<file path="src/rtl/sal_pkg.sv">
// ----------------------------------------------------------------------------
// sal_pkg
// Types and codes shared by the shifting array list and its storage cells.
// ----------------------------------------------------------------------------
package sal_pkg;

    localparam int OPCODE_W  = 3;
    localparam int VALUE_W   = 32;
    localparam int POS_W     = 6;
    localparam int COUNT_W   = 7;
    localparam int STATUS_W  = 2;

    // request opcodes
    localparam logic [OPCODE_W-1:0] OP_PUSH       = 3'd0;
    localparam logic [OPCODE_W-1:0] OP_POP        = 3'd1;
    localparam logic [OPCODE_W-1:0] OP_READ       = 3'd2;
    localparam logic [OPCODE_W-1:0] OP_INSERT     = 3'd3;
    localparam logic [OPCODE_W-1:0] OP_PREPEND    = 3'd4;
    localparam logic [OPCODE_W-1:0] OP_DELETE     = 3'd5;
    localparam logic [OPCODE_W-1:0] OP_FIND       = 3'd6;
    localparam logic [OPCODE_W-1:0] OP_REMOVE_ALL = 3'd7;

    // result status codes
    localparam logic [STATUS_W-1:0] ST_OK    = 2'd0;
    localparam logic [STATUS_W-1:0] ST_FULL  = 2'd1;
    localparam logic [STATUS_W-1:0] ST_EMPTY = 2'd2;
    localparam logic [STATUS_W-1:0] ST_RANGE = 2'd3;

    typedef struct packed {
        logic [OPCODE_W-1:0]       opcode;
        logic signed [VALUE_W-1:0] item_value;
        logic [POS_W-1:0]          position;
    } req_t;

    typedef struct packed {
        logic signed [VALUE_W-1:0] read_value;
        logic                      found;
        logic [POS_W-1:0]          found_position;
        logic [COUNT_W-1:0]        removed_count;
        logic [COUNT_W-1:0]        entry_count;
        logic                      is_empty;
        logic [STATUS_W-1:0]       status;
    } rsp_t;

    // command broadcast to every cell of the row
    typedef enum logic [2:0] {
        CK_HOLD,
        CK_LOAD,
        CK_INSERT,
        CK_DELETE,
        CK_ROTATE
    } cell_kind_t;

    typedef struct packed {
        cell_kind_t kind;
        logic       keep;
    } cell_cmd_t;

endpackage

</file>
<file path="src/rtl/sal_cell.sv">
// ----------------------------------------------------------------------------
// sal_cell
// One entry of the list. Holds, loads, or takes a neighbor's word or the head's word as the
// broadcast command and its own place in the row decide.
// ----------------------------------------------------------------------------
module sal_cell #(
    parameter int DATA_WIDTH = 32,
    parameter int IDX_W      = 7,
    parameter int IDX        = 0
) (
    input  logic                  aclk,
    input  sal_pkg::cell_cmd_t    cmd_i,
    input  logic [IDX_W-1:0]      at_i,
    input  logic [DATA_WIDTH-1:0] val_i,
    input  logic [DATA_WIDTH-1:0] left_i,
    input  logic [DATA_WIDTH-1:0] right_i,
    input  logic [DATA_WIDTH-1:0] head_i,
    output logic [DATA_WIDTH-1:0] q_o
);
    import sal_pkg::*;

    localparam logic [IDX_W-1:0] MY_IDX = IDX_W'(IDX);

    logic [DATA_WIDTH-1:0] data_reg;
    logic [DATA_WIDTH-1:0] data_next;

    always_comb begin
        data_next = data_reg;
        unique case (cmd_i.kind)
            CK_HOLD: begin
                data_next = data_reg;
            end
            CK_LOAD: begin
                if (MY_IDX == at_i) data_next = val_i;
            end
            CK_INSERT: begin
                if (MY_IDX > at_i) data_next = left_i;
                else if (MY_IDX == at_i) data_next = val_i;
            end
            CK_DELETE: begin
                if (MY_IDX >= at_i) data_next = right_i;
            end
            CK_ROTATE: begin
                // the ring tail takes the word leaving the head
                if (MY_IDX < at_i) data_next = right_i;
                else if (MY_IDX == at_i) data_next = cmd_i.keep ? head_i : right_i;
            end
            default: begin
                data_next = data_reg;
            end
        endcase
    end

    always_ff @(posedge aclk) begin
        data_reg <= data_next;
    end

    assign q_o = data_reg;

endmodule

</file>
<file path="config.mk">
export PLATFORM = sky130hd
export DESIGN_NAME = sal_cell
export DESIGN_NICKNAME = d
export VERILOG_FILES = /design/src/rtl/sal_pkg.sv /design/src/rtl/sal_cell.sv
export SDC_FILE = /design/constraint.sdc
export NUM_CORES = 1
export LEC_CHECK = 0
export ABC_AREA = 1
export BUFFER_PORTS_ARGS = -buffer_cell sky130_fd_sc_hd__buf_2
export CAP_MARGIN = 40
export CORE_MARGIN = 10
export CORE_UTILIZATION = 46
export CTS_BUF_LIST = sky130_fd_sc_hd__clkbuf_8
export DETAILED_ROUTE_END_ITERATION = 10
export HOLD_SLACK_MARGIN = 0.03
export PLACE_DENSITY_LB_ADDON = 0.05
export SLEW_MARGIN = 15
export SYNTH_ARGS = -nofsm -noshare
export SYNTH_HDL_FRONTEND = slang
export SYNTH_SLANG_ARGS = --single-unit
</file>
<file path="constraint.sdc">
create_clock -name aclk -period 4.8 [get_ports aclk]
set_clock_uncertainty 0.05 [all_clocks]
set_input_delay 0.24 -clock aclk [delete_from_list [all_inputs] [get_ports aclk]]
set_output_delay 0.24 -clock aclk [all_outputs]
set_load 0.02 [all_outputs]
</file>
==> parameters.txt <==
Parameter                              Value

Global routing
  Initial antenna violation count    1
  Number of global-route vias before repair    between 3000 and 4000
  Wire length of the first global-routing pass    16300 µm
  GRT Total Usage    19.3%
  Overflow left after global routing    0
  Maximum number of pins on one net before global-route repair    65

Yosys
  Avg Synthesized Cell Area    5.76 µm²
  Post-Synthesis Cells    roughly 530
  Cell taking the most area after synthesis    sky130_fd_sc_hd__edfxtp_1
  Number of nets produced by synthesis    just under 700
  Primary FF master, synth    sky130_fd_sc_hd__edfxtp_1
  Number of enable flip-flop cells after synthesis    32
  Most frequent cells after synthesis    226 x sky130_fd_sc_hd__nand2_1, 105 x sky130_fd_sc_hd__inv_1, 66 x sky130_fd_sc_hd__nand3_1
  Post-synthesis cell area    3080 µm²
  Post-synth ARST share    0%
  Yosys Warn Count    0
  Sequential element share of the synthesized area    31.2%
  Top post-synthesis cells by area    sky130_fd_sc_hd__edfxtp_1 31%, sky130_fd_sc_hd__nand2_1 28%, sky130_fd_sc_hd__inv_1 13%, sky130_fd_sc_hd__nand3_1 11%, sky130_fd_sc_hd__o21ai_0 9.0%
  Number of different library cells in the post-synthesis netlist    14
  Fraction of synthesized cell area taken by the top area cell type    31.2%
  Leading cell type by number of instances after synthesis    sky130_fd_sc_hd__nand2_1
  Number of synthesized register bits    32

Setup path
  Startpoint class of the critical path    input pin
  Largest fanout on the critical path    64
  Crit end category    register
  Critical register-to-register path endpoint    q_o[29]
  Crit Path Class    input pin to register
  Worst setup slack for register-to-register paths    3780 ps
  CP arrival    ~2100 ps
  Reg2Reg Launch Point    q_o[29]
  Critical path launch point    at_i[5]
  Depth of the worst register-to-register path    4
  Capture point of the worst path    q_o[7]
  WP data required    ~4800 ps

Place
  Post-detailed-placement half-perimeter wirelength    7450 µm
  Post-placement cell area    3860 µm²
  Routability congestion estimate    0.778
  Port buffer count    139

Cells and area
  Ratio of cells with drive above 1 in the final layout    between 20 and 25%
  Core occupancy in the finished layout    61.5%
  Final design area excluding fillers    3950 µm²
  Area Growth Syn to Fin    28.4%
  Layout net count    797
  Largest register FFs    32
  Number of filler instances in the final layout    635

Drt
  Number of optimization iterations in the first detailed-route pass    5
  Number of nets with antenna violations after detailed routing    0
  Vias    3649
  Drt wl/cell    14.2 µm
  DRC violations left    0
  Average vias per placed instance    4.96
  Iteration-0 DRC Markers    197
  Final WL    10400 µm

Timing
  Fmax    around 490 MHz
  Setup repair after global routing missed its margin    false
  Max-slew violation total from the final report    0
  Slew at the pin closest to its max-slew limit    813 ps
  Setup TNS    0 ps
  Slew headroom    a little under half
  Final setup violation count    0
  Post-layout min period    2060 ps
  Post-route clock period utilization    42.9%
  Final count of hold timing violations    0
  Fin Hold WS    221 ps

Power and ir drop
  Worst supply voltage drop on vdd    0.000126 V
  Static Leakage    2.26 nW
  Power density cells    210 nW/µm²

CTS
  Clock latency reported for the late side of the worst-skew pair    280 ps
  Clock-pin slew on the worst setup and hold paths    80 ps
  Max Buffers Root-to-Sink    2
  CTS root buffer    sky130_fd_sc_hd__clkbuf_8
  Post-cts hold buffer count    0
  Cells resized by post-CTS repair    0
  Cts bufs inserted    5
  CTS tree    done
  # clock sinks    32
  Htree depth    2
  Setup Buffers After CTS    0

Flow run
  Maximum Capacitance Violations    0

Floorplanning
  Die Height    102 µm
  Die footprint    just over 10000 µm²
  Initial core utilization    47.9%
  Width of the chip    between 100 and 150 µm
  Core Area    about 6400 µm²
  Count of boundary I/O pins    172
  Std-Cell Rows    29

Hold path
  Worst hold path startpoint    right_i[17]
  Hold crit path type    input pin to register

Outcome
  Status    complete, no violations
-- placed cells by master (no fill, tap or decap), drive strengths merged --
cell and count:
buf 148, inv 107, o21ai 66, clkbuf 5
edfxtp 32, nand2 228, diode 1, nand3 66
nor3 1, nor2 4, clkinv 1
-- report_power, final --
part	switching, W	internal (W)
combinational	0.000158	0.000108
clock	0.000108	0.0000969
sequential	0.0000120	0.000345
total	0.000278	0.000550
-- routing by layer --
layer	share of wire, %	track usage, %
met1	40	21.7
met2	49	34.4
met3	8.6	5.58
met4	1.6	5.83
met5	0	0
-- stage by stage --
step / total power, W / cells / setup WS (ps)
global route: 0.000877 / 736 / 2580
CTS: 0.000835 / 735 / 2740
floorplan: 0.000516 / 534 / 1200
finish: 0.000828 / 736 / 2740
detailed placement: 0.000630 / 727 / 2460
global placement: 0.000611 / 722 / 2240
-- critical path: stages --
cell	delay, ps
sky130_fd_sc_hd__buf_2	100
sky130_fd_sc_hd__nor2_2	100
sky130_fd_sc_hd__nand2_2	260
sky130_fd_sc_hd__buf_4	310
sky130_fd_sc_hd__nor2_4	120
sky130_fd_sc_hd__buf_4	550
sky130_fd_sc_hd__nand2_1	140
sky130_fd_sc_hd__nand3_1	120
sky130_fd_sc_hd__nand3_1	80
-- how the worst min path moves through the flow --
stage                     depth (start not counted)  endpoint  slack (ps)
after CTS                                         3   q_o[18]         210
final                                             3   q_o[17]         220
after detailed placement                          3   q_o[18]         510
after floorplan                                   2   q_o[11]         390
after global placement                            3   q_o[21]         500
after global routing                              3   q_o[18]         220
-- final cells by class --
cell class,instances,area (µm²),area share [%]
repair buffers,148,851,21.6
clock buffers,5,68.8,1.74
multi-input cells,365,1560,39.6
inverters,105,394,9.98
clock inverters,3,11.3,0.285
flip-flops and latches,32,961,24.3
diodes,1,2.50,0.0634
well taps,77,96.3,2.44
-- logic make-up after synthesis --
family,share of synthesized area (%)
DFF,31.2
and+or+nand+nor,39.5
AOI/OAI and AO/OA,10.7
buffers and inverters,18.5
(Power assumes the default switching activity.)
